`config.mk`:
```
export PLATFORM = sky130hd
export DESIGN_NAME = packed_ternary_dot_accumulate
export DESIGN_NICKNAME = d
export VERILOG_FILES = /design/src/hdl/ptda_pkg.sv /design/src/hdl/packed_ternary_dot_accumulate.sv /design/src/hdl/ptda_front.sv /design/src/hdl/ptda_queue.sv /design/src/hdl/ptda_back.sv
export SDC_FILE = /design/constraint.sdc
export NUM_CORES = 1
export LEC_CHECK = 0
export ABC_AREA = 1
export BUFFER_PORTS_ARGS = -buffer_cell sky130_fd_sc_hd__buf_2
export CORE_MARGIN = 5
export CORE_UTILIZATION = 30
export CTS_CLUSTER_SIZE = 40
export DETAILED_ROUTE_END_ITERATION = 7
export PLACE_DENSITY = 0.53
export SYNTH_ARGS = -nofsm -noshare
export SYNTH_HDL_FRONTEND = slang
export SYNTH_SLANG_ARGS = --single-unit
```
`constraint.sdc`:
```
create_clock -name clk -period 4.74 [get_ports clk]
set_input_delay 0.237 -clock clk [delete_from_list [all_inputs] [get_ports clk]]
set_output_delay 0.237 -clock clk [all_outputs]
set_load 0.01 [all_outputs]
```
`src/hdl/ptda_pkg.sv`:
```
`timescale 1ns / 1ps
package ptda_pkg;

	localparam int SUM_W = 19;
	localparam int DOT_W = 4;
	localparam int DIGITS = 4;

	localparam logic signed [SUM_W-1:0] SUM_MAX = {1'b0, {(SUM_W-1){1'b1}}};
	localparam logic signed [SUM_W-1:0] SUM_MIN = {1'b1, {(SUM_W-1){1'b0}}};

	// Ternary digit codes.
	localparam logic [1:0] DIGIT_NEG  = 2'h0;
	localparam logic [1:0] DIGIT_ZERO = 2'h1;
	localparam logic [1:0] DIGIT_POS  = 2'h2;
	localparam logic [1:0] DIGIT_RSVD = 2'h3;

	typedef struct packed {
		logic signed [DOT_W-1:0] dot;
		logic                    last;
	} item_t;

	typedef struct packed {
		logic full;
		logic empty;
	} q_status_t;

	function automatic logic signed [DOT_W-1:0] digit_product(
		input logic [1:0] a,
		input logic [1:0] b
	);
		logic a_nz;
		logic b_nz;
		a_nz = (a == DIGIT_NEG) || (a == DIGIT_POS);
		b_nz = (b == DIGIT_NEG) || (b == DIGIT_POS);
		if (!a_nz || !b_nz) begin
			digit_product = '0;
		end else if (a == b) begin
			digit_product = DOT_W'(1);
		end else begin
			digit_product = -DOT_W'(1);
		end
	endfunction

	function automatic logic signed [DOT_W-1:0] byte_dot(
		input logic [7:0] a,
		input logic [7:0] b
	);
		logic signed [DOT_W-1:0] s;
		s = '0;
		for (int i = 0; i < DIGITS; i++) begin
			s = s + digit_product(a[2*i +: 2], b[2*i +: 2]);
		end
		byte_dot = s;
	endfunction

endpackage

```
`src/hdl/packed_ternary_dot_accumulate.sv`:
```
`timescale 1ns / 1ps
// Packed ternary dot-product accumulator.
// Input channel: a request is taken at a clock edge with push high and full low.
// It carries a_byte and b_byte, four 2-bit ternary digits each, and last_byte.
// Every request adds its four digit products to a running sum that saturates
// at the 19-bit signed range; the request with last_byte set closes the sum.
// Result channel: while empty is low, dot_sum holds the oldest closed sum; it
// is taken at a clock edge with pop high and empty low.
// Throughput is one request per cycle while full is low. The front stage
// computes the byte product, a queue of QUEUE_DEPTH entries decouples it from
// the accumulator, and the result register feeds the output. A closing request
// passes the front stage and the queue; empty falls when its sum is stored.
// When the receiver stalls, the accumulator keeps taking requests that do
// not close a sum; a closing request waits in the queue, the queue fills,
// and full rises until the pending result is popped.
// Reset clears the sum, empties the queue and the result register; no
// clearing pass is needed, so requests are taken right after reset.
module packed_ternary_dot_accumulate #(
	parameter int QUEUE_DEPTH = 4
) (
	input  logic                              clk,
	input  logic                              arst_n,
	input  logic                              push,
	output logic                              full,
	input  logic [7:0]                        a_byte,
	input  logic [7:0]                        b_byte,
	input  logic                              last_byte,
	output logic                              empty,
	input  logic                              pop,
	output logic signed [ptda_pkg::SUM_W-1:0] dot_sum
);
	import ptda_pkg::*;

	q_status_t q_status;
	item_t     q_wr_item;
	item_t     q_rd_item;
	logic      q_wr_en;
	logic      q_rd_en;

	ptda_front u_front (
		.clk       (clk),
		.arst_n    (arst_n),
		.push      (push),
		.full      (full),
		.a_byte    (a_byte),
		.b_byte    (b_byte),
		.last_byte (last_byte),
		.q_status  (q_status),
		.q_wr_en   (q_wr_en),
		.q_wr_item (q_wr_item)
	);

	ptda_queue #(
		.DEPTH (QUEUE_DEPTH)
	) u_queue (
		.clk     (clk),
		.arst_n  (arst_n),
		.wr_en   (q_wr_en),
		.wr_item (q_wr_item),
		.rd_en   (q_rd_en),
		.rd_item (q_rd_item),
		.status  (q_status)
	);

	ptda_back u_back (
		.clk       (clk),
		.arst_n    (arst_n),
		.q_status  (q_status),
		.q_rd_item (q_rd_item),
		.q_rd_en   (q_rd_en),
		.empty     (empty),
		.pop       (pop),
		.dot_sum   (dot_sum)
	);

endmodule

```
`src/hdl/ptda_front.sv`:
```
`timescale 1ns / 1ps
module ptda_front (
	input  logic                clk,
	input  logic                arst_n,
	input  logic                push,
	output logic                full,
	input  logic [7:0]          a_byte,
	input  logic [7:0]          b_byte,
	input  logic                last_byte,
	input  ptda_pkg::q_status_t q_status,
	output logic                q_wr_en,
	output ptda_pkg::item_t     q_wr_item
);
	import ptda_pkg::*;

	logic  valid_s1;
	item_t item_s1;
	logic  advance;
	logic  accept;

	// The stage moves on whenever it is empty or the queue takes its item.
	assign advance = !valid_s1 || !q_status.full;
	assign full    = !advance;
	assign accept  = push && advance;

	always_ff @(posedge clk or negedge arst_n) begin
		if (!arst_n) begin
			valid_s1 <= 1'b0;
		end else if (advance) begin
			valid_s1 <= push;
		end
	end

	always_ff @(posedge clk) begin
		if (accept) begin
			item_s1.dot  <= byte_dot(a_byte, b_byte);
			item_s1.last <= last_byte;
		end
	end

	assign q_wr_en   = valid_s1 && !q_status.full;
	assign q_wr_item = item_s1;

endmodule

```
`src/hdl/ptda_queue.sv`:
```
`timescale 1ns / 1ps
module ptda_queue #(
	parameter int DEPTH = 4
) (
	input  logic                clk,
	input  logic                arst_n,
	input  logic                wr_en,
	input  ptda_pkg::item_t     wr_item,
	input  logic                rd_en,
	output ptda_pkg::item_t     rd_item,
	output ptda_pkg::q_status_t status
);
	import ptda_pkg::*;

	localparam int PTR_W = (DEPTH > 1) ? $clog2(DEPTH) : 1;
	localparam int CNT_W = $clog2(DEPTH + 1);
	localparam logic [PTR_W-1:0] LAST_PTR = PTR_W'(DEPTH - 1);

	item_t            mem [DEPTH];
	logic [PTR_W-1:0] wr_ptr_q;
	logic [PTR_W-1:0] rd_ptr_q;
	logic [CNT_W-1:0] count_q;
	logic             do_wr;
	logic             do_rd;

	assign status.full  = (count_q == CNT_W'(DEPTH));
	assign status.empty = (count_q == '0);
	assign do_wr = wr_en && !status.full;
	assign do_rd = rd_en && !status.empty;
	assign rd_item = mem[rd_ptr_q];

	always_ff @(posedge clk) begin
		if (do_wr) begin
			mem[wr_ptr_q] <= wr_item;
		end
	end

	always_ff @(posedge clk or negedge arst_n) begin
		if (!arst_n) begin
			wr_ptr_q <= '0;
			rd_ptr_q <= '0;
			count_q  <= '0;
		end else begin
			if (do_wr) begin
				wr_ptr_q <= (wr_ptr_q == LAST_PTR) ? '0 : wr_ptr_q + PTR_W'(1);
			end
			if (do_rd) begin
				rd_ptr_q <= (rd_ptr_q == LAST_PTR) ? '0 : rd_ptr_q + PTR_W'(1);
			end
			if (do_wr && !do_rd) begin
				count_q <= count_q + CNT_W'(1);
			end else if (do_rd && !do_wr) begin
				count_q <= count_q - CNT_W'(1);
			end
		end
	end

`ifndef SYNTHESIS
	a_count_bound: assert property (@(posedge clk) disable iff (!arst_n)
		count_q <= CNT_W'(DEPTH))
		else $error("queue count exceeds its depth");

	a_count_up: assert property (@(posedge clk) disable iff (!arst_n)
		(do_wr && !do_rd) |=> (count_q == $past(count_q) + CNT_W'(1)))
		else $error("queue count did not rise on a lone write");

	a_ptr_match: assert property (@(posedge clk) disable iff (!arst_n)
		(status.empty || status.full) |-> (wr_ptr_q == rd_ptr_q))
		else $error("queue pointers disagree with the count");
`endif

endmodule

```
`src/hdl/ptda_back.sv`:
```
`timescale 1ns / 1ps
module ptda_back (
	input  logic                          clk,
	input  logic                          arst_n,
	input  ptda_pkg::q_status_t           q_status,
	input  ptda_pkg::item_t               q_rd_item,
	output logic                          q_rd_en,
	output logic                          empty,
	input  logic                          pop,
	output logic signed [ptda_pkg::SUM_W-1:0] dot_sum
);
	import ptda_pkg::*;

	logic signed [SUM_W-1:0] acc_q;
	logic signed [SUM_W-1:0] dot_sum_q;
	logic                    out_valid_q;
	logic signed [SUM_W:0]   wide_sum;
	logic signed [SUM_W-1:0] clamped;
	logic                    consume;
	logic                    out_free;

	assign out_free = !out_valid_q || pop;
	// A request that closes a dot product waits until the result register frees.
	assign consume  = !q_status.empty && (!q_rd_item.last || out_free);
	assign q_rd_en  = consume;

	assign wide_sum = (SUM_W+1)'(acc_q) + (SUM_W+1)'(q_rd_item.dot);

	always_comb begin
		if (wide_sum > (SUM_W+1)'(SUM_MAX)) begin
			clamped = SUM_MAX;
		end else if (wide_sum < (SUM_W+1)'(SUM_MIN)) begin
			clamped = SUM_MIN;
		end else begin
			clamped = wide_sum[SUM_W-1:0];
		end
	end

	always_ff @(posedge clk or negedge arst_n) begin
		if (!arst_n) begin
			acc_q       <= '0;
			out_valid_q <= 1'b0;
		end else begin
			if (consume) begin
				acc_q <= q_rd_item.last ? '0 : clamped;
			end
			if (consume && q_rd_item.last) begin
				out_valid_q <= 1'b1;
			end else if (pop) begin
				out_valid_q <= 1'b0;
			end
		end
	end

	always_ff @(posedge clk) begin
		if (consume && q_rd_item.last) begin
			dot_sum_q <= clamped;
		end
	end

	assign empty   = !out_valid_q;
	assign dot_sum = dot_sum_q;

`ifndef SYNTHESIS
	a_acc_clear: assert property (@(posedge clk) disable iff (!arst_n)
		(consume && q_rd_item.last) |=> (acc_q == '0))
		else $error("accumulator not cleared after a closing request");

	a_no_overwrite: assert property (@(posedge clk) disable iff (!arst_n)
		(out_valid_q && !pop) |-> !(consume && q_rd_item.last))
		else $error("pending result overwritten");

	a_result_held: assert property (@(posedge clk) disable iff (!arst_n)
		(out_valid_q && !pop) |=> (out_valid_q && $stable(dot_sum_q)))
		else $error("pending result changed before it was taken");
`endif

endmodule

```
# Yosys cells after proc, flatten, opt, wreduce, memory -nomap -nowiden
# Memory sizes are Yosys's and may differ from the RTL's.
# Index checks and enable logic that the tools add are counted.
[word_totals] mem_count=1 wordCells=108 inputBits=21 ff_bits=52 output_inout_bits=21 ram_bits=20
[op_classes] addsub=8 eq_ne=15 muxes=23 order_cmp=2 reduce_logical=50
[mem_list] memory="u_queue.mem" depth=4 width=5 rd=1 rd_ports_with_merged_regs=0 wr=1 line="ptda_queue.sv:19" text="item_t mem [DEPTH];"
[ops] op="two-way mux 19 bit" count=3
[ops] op="two-way mux 4 bit" count=12
[ops] op="adder 19 x 4 -> 20 bit" count=1
[ops] op="equality test 2 bit (second input constant)" count=10
[ops] op="greater-than comparator 20 x 19 -> 1 bit (second input constant)" count=1
[ops] op="less-than comparator 20 x 19 -> 1 bit (second input constant)" count=1
[ops] op="zero test 1 bit" count=16
[ops] op="zero test 2 bit" count=8
[ops] op="logical OR 1 bit" count=15
[ops] op="adder 4 bit" count=3
[ops] op="equality test 2 bit" count=4
[ops] op="logical AND 1 bit" count=8
[ops] op="two-way mux 3 bit" count=2
[ops] op="adder 2 x 1 -> 2 bit (second input constant)" count=2
[ops] op="two-way mux 1 bit" count=4
[ops] op="two-way mux 2 bit" count=2
[ops] op="nonzero test 2 bit" count=2
[ops] op="adder 3 x 1 -> 3 bit (second input constant)" count=1
[ops] op="equality test 3 bit (second input constant)" count=1
[ops] op="zero test 3 bit" count=1
[ops] op="subtractor 3 x 1 -> 3 bit (second input constant)" count=1

# Logic depth before layout (Yosys ltp)
[depth] depth_word=9 ltp_mapped=21 ltp_nobuf=19

# Modules after synthesis
# Synthesis repeated with hierarchy kept, for this count alone.
[unflattened] hier_cells=563 area_unflattened_um2=4599.4
[by_module_without_submodules] mod="ptda_back" area_per_inst_um2=2751.4 instances=1 cells_per_inst=374
[by_module_without_submodules] mod="ptda_queue" area_per_inst_um2=1276.2 instances=1 cells_per_inst=118
[by_module_without_submodules] mod="ptda_front" area_per_inst_um2=571.8 instances=1 cells_per_inst=71

# Least setup slack after synthesis
# Ideal clock, no wire load.
[synth_path] path_type="register -> register" startpoint="register u_queue.rd_ptr_q[0]" endpoint="register u_back.dot_sum_q[1] (netlist: u_back.dot_sum[1]) (data pin)" setup_ns=0.256 stages_incl_launch_ff=16 t_arrival_ns=2.973 n_path_buf=2 setup_slack_ns=1.511 path_cell_list="dfrtp_1 > inv_1 > buf_2 > o21ai_0 > o22ai_1 > ha_1 > nand2_2 > inv_2 > a21oi_1 > nand2_1 > nand2_1 > nand4_1 > nand2_4 > nand2_8 > buf_12 > and2_2"
[synth_via] elab_chain_cells=5
[synth_lines] element="from (decl)" line="ptda_queue.sv:21" text="logic [PTR_W-1:0] rd_ptr_q;"
[synth_lines] element="from (signal assigned)" line="ptda_queue.sv:48" text="rd_ptr_q <= (rd_ptr_q == LAST_PTR) ? '0 : rd_ptr_q + PTR_W'(1);"
[synth_lines] element="memory (4 x 5 bit) *"
[synth_lines] element="adder 19 x 4 -> 20 bit *" line="ptda_back.sv:27" text="assign wide_sum = (SUM_W+1)'(acc_q) + (SUM_W+1)'(q_rd_item.dot);"
[synth_lines] element="less-than comparator 20 x 19 -> 1 bit" line="ptda_back.sv:32" text="end else if (wide_sum < (SUM_W+1)'(SUM_MIN)) begin"
[synth_lines] element="two-way mux 19 bit" line="ptda_back.sv:32"
[synth_lines] element="two-way mux 19 bit *" line="ptda_back.sv:30" text="if (wide_sum > (SUM_W+1)'(SUM_MAX)) begin"
[synth_lines] element="net u_back.clamped[1]" line="ptda_back.sv:18" text="logic signed [SUM_W-1:0] clamped;"
[synth_lines] element="to (signal assigned)" line="ptda_back.sv:57" text="dot_sum_q <= clamped;"
[synth_lines] element="to (decl)" line="ptda_back.sv:15" text="logic signed [SUM_W-1:0] dot_sum_q;"
# Mark *: on every way through the listed nets, which the timed path passes. The rest lies on a longest branch.
# A chain may end at the register's enable or synchronous reset.

# Final worst setup path
# Ends and elaborated chain as after synthesis.

==> impl_metrics.yaml <==
timing:
  hold_viol: 0
  relSlewSlack: 0.4052
  finalSetupViolations: 0
  max_freq_mhz: 301.3
  maxSlewViolCount: 0
  skew_ns: 0.006396
  tns_ns: 0
  fin_crit_ns: 3.319
  timing.final.crit_share: 0.7002
  worstMarginPinSlew_ns: 0.8912
  rsz0062_at_grt: "false"
worst_setup_path:
  crit_path_frequent_cell: "nand2_1"
  cp-start-kind: "flip-flop"
  crit_buf_inv: 2
  max_stage_delay_ns: 0.54
  slowest_stage: "dfrtp_1"
  cp_top_family: "simple AND/OR/NAND/NOR gates"
  cp_cell_sequence: "inv_1, o21ai_0, o22ai_1, buf_4, ha_1, a21oi_1, a21oi_1, nor2_2, nand3_2, nand2_1, nand2_1, nand2_4, nand2_1, and2_2"
  criticalPathCategory: "flip-flop to flip-flop"
  worstPathMaxFanout: 18
  crit_path_end_kind: "flip-flop"
  required_ns: 4.84
  worst_ep_arrival_time_ns: 3.42
route:
  drt-wirelength-per-cell_um: 12.98
  drc: 0
  num_vias: 3296
  drtPass1Iterations: 4
  wl_mm: 9.516
  viasPerCell: 4.497
  antenna_left: 0
  drtIter0Drc: 163
yosys:
  avgSynthCellArea_um2: 8.912
  seq_area_frac_synth: 0.4556
  synth-seq-cells: 72
  synth_ff_type: "edfxtp_1"
  synth_commonest_cells: "nand2_1 (152), inv_1 (51), edfxtp_1 (44)"
  synth_fp_nets: 553
  synth.area.top_cells: "edfxtp_1 (30%), dfrtp_1 (16%), nand2_1 (13%)"
  synth.most_common_cell: "nand2_1"
  yosysWarningCount: 0
  syn_inst: 498
  netlist_area_um2: 4438
  yosysTopAreaCell: "edfxtp_1"
  synth_edf_count: 44
  yosysUniqueCellTypes: 35
  synth-async-reset-ratio: 0.3889
  yosys.area.top_type_share: 0.2977
global_route:
  track_usage: 0.1157
  use_met2: 0.2012
  antenna_found_initial: 0
  grt_max_degree: 29
  grtUsageMet3: 0.03326
  grt-ovfl-total: 0
  grt_pass1_vias: 3441
  grt_pass1_wl_mm: 16.36
  gr-usage-met1: 0.1330
  busiest_layer: "met2"
final_layout:
  fin_nets: 599
  n_antenna_cell: 0
  final_util: 0.3506
  drive_gt1_frac: 0.1967
  area_growth_pct: 14.80
  n_fill_cell: 1531
placed_design:
  gp_congestion: 0.8478
  port-buffer-count: 41
  hpwl_mm: 7.113
clock_network:
  cts_resized: 0
  clockBufferDepth: 2
  clockRootBuffer: "clkbuf_16"
  cts_max_level: 3
  cts_buffers: 9
  clk_latency_ns: 0.35
  clk_pin_slew_ns: 0.06
  cts_tree: "yes"
  cts.sinks: 72
outcome:
  status: "finished, final reports clean"
flow_run:
  cap_violations: 0
floorplanning:
  start_util: 0.3054
  dieArea_um2: 17330
  core_area_um2: 14530
  io_pins: 42
  rows: 44
  die_y_um: 131.6
  die-width_um: 131.6
hold_path:
  hp-class: "input port to flip-flop"
worst register-to-register path, stage by stage, from the launching register on:
cell,delay (ns)
dfrtp_1,0.54
inv_1,0.24
o21ai_0,0.20
o22ai_1,0.09
buf_4,0.21
ha_1,0.39
a21oi_1,0.31
a21oi_1,0.13
nor2_2,0.17
nand3_2,0.12
nand2_1,0.07
nand2_1,0.08
nand2_4,0.24
nand2_1,0.12
and2_2,0.19
placed cells by master, fill, tap and decap left out, drive strengths merged, types with 2 or more instances in the layout:
master and instances:
a21o 2, a21oi 21, and2 2, buf 42, clkbuf 9, clkinv 2
dfrtp 28, edfxtp 44, fa 7, ha 27, inv 61, nand2 185
nand3 21, nand4 5, nor2 40, nor3 5, o21ai 16, o21bai 4
o22ai 3, xnor2 11, xor2 7
flip-flops by register name, indices dropped and copies added, names as in the netlist:
register            cells
u_queue.rd_ptr_q        2
u_queue.count_q         3
u_queue.wr_ptr_q        2
u_queue.mem            20
u_front.q_wr_item       5
u_back.acc_q           19
u_front.valid_s1        1
u_back.out_valid_q      1
u_back.dot_sum         19
logic make-up (layout without fill, tap and decap cells):
group           count (synthesis)  in the layout  share of synthesized area
flops                          72             72                     0.4556
compound gates                 50             50                    0.06485
xor+xnor                       18             18                    0.03552
simple gates                  259            259                     0.2692
fa+ha+maj                      34             34                     0.1077
buf+inv                        65            116                    0.06710
area by class of cell:
type,count,area (µm²),area share
multi-input combinational,361,2118,0.4158
sequential,72,2022,0.3969
tap,184,230.2,0.04519
clock buffer,9,225.2,0.04420
timing repair buffer,43,222.7,0.04371
inverter,57,214.0,0.04199
clock inverter,7,62.56,0.01228
worst paths after layout:
check	startpoint	to	slack (ns)	depth (start not counted)
max in group asynchronous	arst_n	u_queue.wr_ptr_q[1]$_DFFE_PN0P_	3.79	2
min reg2reg	u_back.acc_q[2]$_DFFE_PN0P_	u_back.acc_q[2]$_DFFE_PN0P_	0.49	2
min	last_byte	u_front.q_wr_item[0]$_DFFE_PP_	0.06	1
max	u_queue.rd_ptr_q[0]$_DFFE_PN0P_	u_back.dot_sum[1]$_DFFE_PP_	1.42	14
max reg2reg	u_queue.rd_ptr_q[0]$_DFFE_PN0P_	u_back.dot_sum[1]$_DFFE_PP_	1.42	14
min in group asynchronous	arst_n	u_back.acc_q[17]$_DFFE_PN0P_	0.48	2
through the flow:
step,hold slack (ns),setup WS [ns],instances,instance area (µm²)
after floorplan,-0.05859,1.511,498,4438
after global routing,0.05089,1.084,733,5095
after CTS,0.05263,1.450,733,5095
final,0.06353,1.421,733,5095
after detailed placement,0.3446,1.452,716,4797
after global placement,0.3237,1.533,716,4797
metal layers:
metal / wire [µm] / up-vias / part of all wire
li1: - / 1711 / -
met1: 4180 / 1501 / 0.44
met3: 397 / 19 / 0.042
met2: 4730 / 65 / 0.50
met4: 207 / 0 / 0.022
met5: 0 / - / 0
timing repair:
action	CTS	global route
buffers inserted	0	0
hold endpoints to repair	28	0
hold buffers	1	0
Power is left out: the tool's default activity adds up to more than one toggle a clock period on the data nets, which glitch-free logic cannot reach.
